## src/sv/bsd_pkg.sv

```systemverilog
// Shared constants, codes and types for the block statistics decimator.
package bsd_pkg;

    // Sample width and default block size
    localparam int SAMPLE_BITS   = 12;
    localparam int MAX_BLOCK_DEF = 128;

    // Stream payload widths (tdata in whole bytes)
    localparam int S_TDATA_W = 16;
    localparam int M_TDATA_W = 16;
    localparam int M_TUSER_W = 2;

    // Configuration port
    localparam int CFG_INDEX_W = 2;
    localparam int CFG_DATA_W  = 8;
    localparam int MODE_W      = 2;
    localparam int LENGTH_W    = 8;

    localparam logic [CFG_INDEX_W-1:0] REG_STAT_MODE    = 2'd0;
    localparam logic [CFG_INDEX_W-1:0] REG_BLOCK_LENGTH = 2'd1;

    localparam logic [LENGTH_W-1:0] LENGTH_RESET = 8'd10;

    // Statistic modes, also used as the result kind
    localparam logic [MODE_W-1:0] MODE_OFF = 2'd0;
    localparam logic [MODE_W-1:0] MODE_AVG = 2'd1;
    localparam logic [MODE_W-1:0] MODE_MAX = 2'd2;
    localparam logic [MODE_W-1:0] MODE_MIN = 2'd3;

    // Controller states
    typedef enum logic [1:0] {
        ST_IDLE,
        ST_DIVIDE,
        ST_EMIT
    } state_t;

    // Controller to datapath
    typedef struct packed {
        logic fold;      // sample request accepted this cycle
        logic div_step;  // one divider iteration
        logic load_out;  // move the finished result into the output register
    } cmd_t;

    // Datapath to controller
    typedef struct packed {
        logic block_done;  // the sample now offered closes the block
        logic avg_mode;    // the closing block needs a division
        logic div_last;    // final divider iteration
        logic out_free;    // output register can take a result
    } status_t;

endpackage

```

## src/sv/bsd_ctrl.sv

```systemverilog
// Sequencer for the block statistics decimator: accept, divide, emit.
module bsd_ctrl (
    input  logic             aclk,
    input  logic             aresetn,
    input  logic             s_tvalid,
    output logic             s_tready,
    input  bsd_pkg::status_t status,
    output bsd_pkg::cmd_t    cmd
);

    bsd_pkg::state_t state_reg;
    bsd_pkg::state_t state_next;

    // State register
    always_ff @(posedge aclk) begin
        if (!aresetn) begin
            state_reg <= bsd_pkg::ST_IDLE;
        end else begin
            state_reg <= state_next;
        end
    end

    // Next state
    always_comb begin
        state_next = state_reg;
        unique case (state_reg)
            bsd_pkg::ST_IDLE: begin
                if (s_tvalid && status.block_done) begin
                    state_next = status.avg_mode ? bsd_pkg::ST_DIVIDE : bsd_pkg::ST_EMIT;
                end
            end
            bsd_pkg::ST_DIVIDE: begin
                if (status.div_last) begin
                    state_next = bsd_pkg::ST_EMIT;
                end
            end
            bsd_pkg::ST_EMIT: begin
                if (status.out_free) begin
                    state_next = bsd_pkg::ST_IDLE;
                end
            end
            default: state_next = bsd_pkg::ST_IDLE;
        endcase
    end

    // Outputs
    always_comb begin
        s_tready     = 1'b0;
        cmd.fold     = 1'b0;
        cmd.div_step = 1'b0;
        cmd.load_out = 1'b0;
        unique case (state_reg)
            bsd_pkg::ST_IDLE: begin
                s_tready = 1'b1;
                cmd.fold = s_tvalid;
            end
            bsd_pkg::ST_DIVIDE: begin
                cmd.div_step = 1'b1;
            end
            bsd_pkg::ST_EMIT: begin
                cmd.load_out = status.out_free;
            end
            default: begin
                s_tready = 1'b0;
            end
        endcase
    end

endmodule

```

## src/sv/bsd_datapath.sv

```systemverilog
// Accumulators, restoring divider, configuration and output register.
module bsd_datapath #(
    parameter int MAX_BLOCK = bsd_pkg::MAX_BLOCK_DEF
) (
    input  logic                              aclk,
    input  logic                              aresetn,
    input  logic                              cfg_wr_en,
    input  logic [bsd_pkg::CFG_INDEX_W-1:0]   cfg_index,
    input  logic [bsd_pkg::CFG_DATA_W-1:0]    cfg_wdata,
    input  logic [bsd_pkg::S_TDATA_W-1:0]     s_tdata,
    input  bsd_pkg::cmd_t                     cmd,
    output bsd_pkg::status_t                  status,
    output logic                              m_tvalid,
    input  logic                              m_tready,
    output logic [bsd_pkg::M_TDATA_W-1:0]     m_tdata,
    output logic [bsd_pkg::M_TUSER_W-1:0]     m_tuser
);

    localparam int SB     = bsd_pkg::SAMPLE_BITS;
    localparam int POS_W  = $clog2(MAX_BLOCK);
    localparam int CNT_W  = $clog2(MAX_BLOCK + 1);
    localparam int LEN_W  = (CNT_W > bsd_pkg::LENGTH_W) ? CNT_W : bsd_pkg::LENGTH_W;
    localparam int SUM_W  = SB + CNT_W;
    localparam int STEP_W = $clog2(SUM_W);

    // Configuration registers
    logic [bsd_pkg::MODE_W-1:0]   mode_reg;
    logic [bsd_pkg::LENGTH_W-1:0] length_reg;

    // Block accumulators
    logic [POS_W-1:0] pos_reg, pos_next;
    logic [SUM_W-1:0] sum_reg, sum_next;
    logic [SB-1:0]    max_reg, max_next;
    logic [SB-1:0]    min_reg, min_next;

    // Divider and result hold
    logic [SUM_W-1:0]  quo_reg;
    logic [CNT_W-1:0]  rem_reg;
    logic [CNT_W-1:0]  div_reg;
    logic [STEP_W-1:0] step_reg;
    logic [SB-1:0]     pick_reg;
    logic [bsd_pkg::MODE_W-1:0] kind_reg;

    // Output register
    logic                       out_valid_reg;
    logic [SB-1:0]              out_value_reg;
    logic [bsd_pkg::MODE_W-1:0] out_kind_reg;

    logic [SB-1:0]    sample;
    logic [SUM_W-1:0] sum_add;
    logic [SB-1:0]    max_new, min_new;
    logic [CNT_W-1:0] held;
    logic [LEN_W-1:0] len_ext, eff_len;
    logic             mode_on, done;
    logic [CNT_W:0]   rem_shift;
    logic             rem_ge;

    // Fold the offered sample into the running statistics
    assign sample  = s_tdata[SB-1:0];
    assign sum_add = sum_reg + SUM_W'(sample);
    assign max_new = (sample > max_reg) ? sample : max_reg;
    assign min_new = (sample < min_reg) ? sample : min_reg;
    assign held    = CNT_W'(pos_reg) + CNT_W'(1);

    // Effective length: zero acts as one, saturate at the block limit
    always_comb begin
        len_ext = LEN_W'(length_reg);
        if (len_ext == '0) begin
            eff_len = LEN_W'(1);
        end else if (len_ext > LEN_W'(MAX_BLOCK)) begin
            eff_len = LEN_W'(MAX_BLOCK);
        end else begin
            eff_len = len_ext;
        end
    end

    assign mode_on = (mode_reg != bsd_pkg::MODE_OFF);
    assign done    = mode_on && (LEN_W'(held) >= eff_len);

    assign status.block_done = done;
    assign status.avg_mode   = (mode_reg == bsd_pkg::MODE_AVG);
    assign status.div_last   = (step_reg == STEP_W'(SUM_W - 1));
    assign status.out_free   = !out_valid_reg || m_tready;

    // Accumulator next values
    always_comb begin
        pos_next = pos_reg;
        sum_next = sum_reg;
        max_next = max_reg;
        min_next = min_reg;
        if (cmd.fold && mode_on) begin
            if (done) begin
                pos_next = '0;
                sum_next = '0;
                max_next = '0;
                min_next = '1;
            end else begin
                pos_next = held[POS_W-1:0];
                sum_next = sum_add;
                max_next = max_new;
                min_next = min_new;
            end
        end
    end

    // Control state: configuration, accumulators, output valid
    always_ff @(posedge aclk) begin
        if (!aresetn) begin
            mode_reg      <= bsd_pkg::MODE_OFF;
            length_reg    <= bsd_pkg::LENGTH_RESET;
            pos_reg       <= '0;
            sum_reg       <= '0;
            max_reg       <= '0;
            min_reg       <= '1;
            out_valid_reg <= 1'b0;
        end else begin
            if (cfg_wr_en) begin
                unique case (cfg_index)
                    bsd_pkg::REG_STAT_MODE:    mode_reg   <= cfg_wdata[bsd_pkg::MODE_W-1:0];
                    bsd_pkg::REG_BLOCK_LENGTH: length_reg <= cfg_wdata[bsd_pkg::LENGTH_W-1:0];
                    default: ;
                endcase
            end
            pos_reg <= pos_next;
            sum_reg <= sum_next;
            max_reg <= max_next;
            min_reg <= min_next;
            if (cmd.load_out) begin
                out_valid_reg <= 1'b1;
            end else if (m_tready) begin
                out_valid_reg <= 1'b0;
            end
        end
    end

    // Restoring division, one quotient bit per cycle
    assign rem_shift = {rem_reg, quo_reg[SUM_W-1]};
    assign rem_ge    = (rem_shift >= {1'b0, div_reg});

    // Result payload: divider load and iteration, result capture
    always_ff @(posedge aclk) begin
        if (cmd.fold && done) begin
            kind_reg <= mode_reg;
            pick_reg <= (mode_reg == bsd_pkg::MODE_MAX) ? max_new : min_new;
            quo_reg  <= sum_add;
            rem_reg  <= '0;
            div_reg  <= held;
            step_reg <= '0;
        end else if (cmd.div_step) begin
            quo_reg  <= {quo_reg[SUM_W-2:0], rem_ge};
            rem_reg  <= rem_ge ? CNT_W'(rem_shift - {1'b0, div_reg}) : rem_shift[CNT_W-1:0];
            step_reg <= step_reg + STEP_W'(1);
        end
        if (cmd.load_out) begin
            out_value_reg <= (kind_reg == bsd_pkg::MODE_AVG) ? quo_reg[SB-1:0] : pick_reg;
            out_kind_reg  <= kind_reg;
        end
    end

    assign m_tvalid = out_valid_reg;
    assign m_tdata  = bsd_pkg::M_TDATA_W'(out_value_reg);
    assign m_tuser  = out_kind_reg;

endmodule

```

## src/sv/block_stats_decimator_core.sv

```systemverilog
// Block statistics decimator: average, maximum or minimum per block of samples.
// Throughput: one sample per cycle while a block fills. After the sample that closes a block
// s_tready stays low while the result is emitted (maximum, minimum), or while the restoring
// divider, which retires one quotient bit per cycle, runs and the result is then emitted (average).
// Result: m_tvalid rises once the result is loaded into the output register, later while an earlier
// result waits. Synchronous active-low reset: mode off, length 10, accumulators empty, no result.
module block_stats_decimator_core #(
    parameter int MAX_BLOCK = bsd_pkg::MAX_BLOCK_DEF
) (
    input  logic                            aclk,
    input  logic                            aresetn,
    // Configuration write port
    input  logic                            cfg_wr_en,
    input  logic [bsd_pkg::CFG_INDEX_W-1:0] cfg_index,
    input  logic [bsd_pkg::CFG_DATA_W-1:0]  cfg_wdata,
    // Sample stream
    input  logic                            s_tvalid,
    output logic                            s_tready,
    input  logic [bsd_pkg::S_TDATA_W-1:0]   s_tdata,   // [11:0] sample_value
    // Result stream
    output logic                            m_tvalid,
    input  logic                            m_tready,
    output logic [bsd_pkg::M_TDATA_W-1:0]   m_tdata,   // [11:0] stat_value
    output logic [bsd_pkg::M_TUSER_W-1:0]   m_tuser    // [1:0] stat_kind
);

    bsd_pkg::cmd_t    cmd;
    bsd_pkg::status_t status;

    bsd_ctrl u_ctrl (
        .aclk     (aclk),
        .aresetn  (aresetn),
        .s_tvalid (s_tvalid),
        .s_tready (s_tready),
        .status   (status),
        .cmd      (cmd)
    );

    bsd_datapath #(
        .MAX_BLOCK (MAX_BLOCK)
    ) u_datapath (
        .aclk      (aclk),
        .aresetn   (aresetn),
        .cfg_wr_en (cfg_wr_en),
        .cfg_index (cfg_index),
        .cfg_wdata (cfg_wdata),
        .s_tdata   (s_tdata),
        .cmd       (cmd),
        .status    (status),
        .m_tvalid  (m_tvalid),
        .m_tready  (m_tready),
        .m_tdata   (m_tdata),
        .m_tuser   (m_tuser)
    );

`ifndef NO_ASSERTIONS
    // A result is never loaded over one still waiting
    a_no_overwrite: assert property (@(posedge aclk) disable iff (!aresetn)
        cmd.load_out |-> status.out_free)
        else $error("result loaded while output register busy");

    // A closing sample stalls the input on the next cycle
    a_close_stalls: assert property (@(posedge aclk) disable iff (!aresetn)
        (s_tvalid && s_tready && status.block_done) |=> !s_tready)
        else $error("input accepted while a block result is pending");

    // Loading the output register raises m_tvalid
    a_load_valid: assert property (@(posedge aclk) disable iff (!aresetn)
        cmd.load_out |=> m_tvalid)
        else $error("loaded result not presented");

    // Divider never runs while samples are accepted
    a_div_exclusive: assert property (@(posedge aclk) disable iff (!aresetn)
        cmd.div_step |-> !s_tready)
        else $error("divider active while input ready");
`endif

endmodule
```

## config.mk

```make
export PLATFORM = sky130hd
export DESIGN_NAME = block_stats_decimator_core
export DESIGN_NICKNAME = d
export VERILOG_FILES = /design/src/sv/bsd_pkg.sv /design/src/sv/bsd_ctrl.sv /design/src/sv/bsd_datapath.sv /design/src/sv/block_stats_decimator_core.sv
export SDC_FILE = /design/constraint.sdc
export NUM_CORES = 1
export LEC_CHECK = 0
export BUFFER_PORTS_ARGS = -buffer_cell sky130_fd_sc_hd__buf_2
export CORE_MARGIN = 1
export CORE_UTILIZATION = 45
export CTS_CLUSTER_SIZE = 10
export DETAILED_ROUTE_END_ITERATION = 16
export GPL_TIMING_DRIVEN = 0
export PLACE_DENSITY = 0.71
export SLEW_MARGIN = 30
export SYNTH_ARGS = -nofsm -noshare
export SYNTH_HDL_FRONTEND = slang
export SYNTH_SLANG_ARGS = --single-unit
```

## constraint.sdc

```tcl
create_clock -name aclk -period 4.2 [get_ports aclk]
set_input_delay 0.42 -clock aclk [delete_from_list [all_inputs] [get_ports aclk]]
set_output_delay 0.42 -clock aclk [all_outputs]
set_load 0.02 [all_outputs]
```

==> summary.txt <==
total net switching power - 0.734 mW
relative slew slack - 46.5%
post-synthesis cell type count - 67
crit-path max FO - 21
# rows - 45
initial DRC count - 377
Wirelength per Cell - 16.3 um
Place WS - 0.753 ns
Final Wtd Congestion - 0.856
Top-Level Pins - 51
first-pass GRT wire length - 26700 um
Startpoint Class - flop
Worst Path Arrival - 3.75 ns
reg2reg path depth - 12
routed wire length - 16400 um
commonest cells after routing, fill and taps aside - nand2_1, dfxtp_1, edfxtp_1, a21oi_1, nor2_1
Synth Warn # - 0
synthesis-stage register bit count - 133
predominant post-synthesis flop cell - dfxtp_1
vias in the first global route - 5233
Clock Sinks - 133
CTS Buffer Depth - 2
DRT antenna net count - 0
Clk pin slew, worst setup/hold paths - 0.06 ns
nets@finish - 870
CTS tree - built
hold crit path type - in2reg
non-filler cells, final - 1008
# setup viols final - 0
period utilization - 81.6%
maximum VDD drop - 236 uV
DRC - 0
Root Driver - clkbuf_16
All-Layer GR Usage - 21.5%
largest net degree at the start of global routing - 23
First-pass DRT Iterations - 5
Tightest Pin Transition - 0.802 ns
Max Transition Viols Final - 0
mapped cell area - 7080 um2
critical path capture point type - flop
Multi-input gate area - 3520 um2
RSZ-0062 raised after global routing - no
worst hold start - cfg_wdata[3]
register area - 3220 um2
fmax - 292 MHz
Setup Crit Path Kind - reg2reg
# diodes - 0
CORE AREA - 15300 um2
setup slack after layout - 0.772 ns
Worst Setup SP - u_datapath.pos_reg[2]$_SDFFE_PN0P_
EDFF count, synth - 56
dpl cells - 976
initial antenna violation count - 0
fill cell count - 1351
clock skew - 0.00733 ns
setup TNS - 0 ns
Synth Instances - 720
Max Cap Viol - 0
share of power burned in the clock network - 51.5%
Syn Area/Cell - 9.83 um2
leakage power - 3.49 nW
post-layout minimum cycle time - 3.43 ns
Post CTS Setup Buffer Count - 0
share of cells above drive strength 1 - 13.9%
Power Density - 407 nW/um2
die width - 127 um
Initial Util - 46.4%
CTS hold repair buffers - 0
hold path depth - 3
Switching Fraction - 21.8%
internal power - 2.64 mW
post-synthesis sequential area ratio - 45.5%
port bufs - 41
final total power - 3.37 mW
worst skew pair latency - 0.43 ns
Via Count - 5490
status - completed
Post-CTS Resized - 0
Worst R2R Start - u_datapath.pos_reg[2]$_SDFFE_PN0P_
vias per cell - 5.45
total CTS buffers - 17
Overflow after GRT - 0
CP Data Required Time - 4.52 ns
Logic pwr share - 7.5%
dpl hpwl - 11800 um
H-tree depth - 4
Post-synth ARST share - 0%
Die ar. - 16200 um2
area grow syn2layout - 16.9%
Flop pwr share - 41.0%
Hold Fails Final Rpt - 0
Die Y - 127 um
## routing by layer
metal	share of wire, %	global-route usage [%]	up-vias
met3	5.2	4.94	26
li1	-	-	2726
met1	46	28.5	2596
met4	1.7	7.63	0
met5	0	0	-
met2	47	34.4	142
## worst paths after layout
path | to | slack (ns)
worst max-delay path | u_ctrl.state_reg[0]$_SDFFE_PN0P_ | 0.77
worst min-delay path | u_datapath.len_ext[3]$_SDFFE_PN1P_ | 0.22
worst max register to register | u_ctrl.state_reg[0]$_SDFFE_PN0P_ | 0.77
worst min register to register | u_datapath.m_tuser[0]$_DFFE_PP_ | 0.44
## logic make-up after synthesis
| logic type | count (synthesis) | synth area share (%) |
|---|---|---|
| DFF | 133 | 45.5 |
| other | 1 | 0.0530 |
| and+or+nand+nor | 204 | 13.7 |
| adders and majority gates | 55 | 9.94 |
| muxes | 32 | 4.76 |
| xor gates and xnor gates | 32 | 3.96 |
| AOI/OAI and AO/OA | 182 | 17.2 |
| buffers and inverters | 81 | 4.86 |
## metrics by stage
stage / hold slack, ns / instance area (um2) / utilization, %
CTS: 0.204 / 8280 / 54.2
global route: 0.232 / 8280 / 54.2
finish: 0.215 / 8280 / 54.2
detailed placement: 0.434 / 7590 / 49.7
global placement: 0.427 / 7560 / 49.5
floorplan: 0.418 / 7090 / -
## cells in the mapped netlist, types with 2 or more instances
library cell	n	area [um2]
a211oi_1	3	22.5
a21o_1	5	37.5
a21oi_1	55	275
a22o_1	19	166
a2bb2oi_1	3	26.3
a31oi_1	8	50.1
a32oi_1	12	105
and2_1	4	25.0
and3_1	6	37.5
buf_1	3	11.3
buf_2	5	25.0
buf_4	5	37.5
buf_6	2	22.5
clkbuf_1	16	60.1
dfxtp_1	77	1540
edfxtp_1	56	1680
fa_1	2	40.0
ha_1	53	663
inv_1	48	180
mux2_2	13	146
mux2i_1	19	190
nand2_1	77	289
nand2b_1	8	50.1
nand3_1	10	50.1
nand3b_1	4	30.0
nand4_1	8	50.1
nor2_1	54	203
nor2b_1	13	81.3
nor3_1	9	45.0
o211ai_1	5	37.5
o21a_1	3	22.5
o21ai_0	30	150
o21ai_1	5	25.0
o21bai_1	2	15.0
o22ai_1	12	75.1
o2bb2ai_1	5	43.8
xnor2_1	17	149
xor2_1	15	131
## final cells by class
cell class	count	share of cell area, %
multi-input cells	509	42.6
flip-flops and latches	133	38.9
clock buffers	19	5.23
well taps	211	3.19
clock inverters	13	3.07
repair buffers	42	2.81
inverters	50	2.27
plain buffers	31	1.91
## worst max-delay path: stages, from the launching register on
cell     delay, ns
dfxtp_1       0.44
nand3_1       0.22
nor2_1        0.16
xor2_1        0.30
ha_1          0.30
a21oi_1       0.15
o21ai_0       0.17
or2_4         0.31
nand2_2       0.16
inv_2         0.14
nor2_4        0.25
inv_1         0.41
and3_1        0.32
## power groups by stage
stage | Sequential [mW] | Combinational, mW | Clock (mW)
6_report | 1.38 | 0.253 | 1.74
3_3_place_gp | 1.41 | 0.243 | 0
2_1_floorplan | 1.40 | 0.175 | 0
3_5_place_dp | 1.41 | 0.249 | 0
4_1_cts | 1.38 | 0.251 | 1.75
5_1_grt | 1.38 | 0.280 | 1.82
Note: power is estimated with default switching activity, not from simulation.
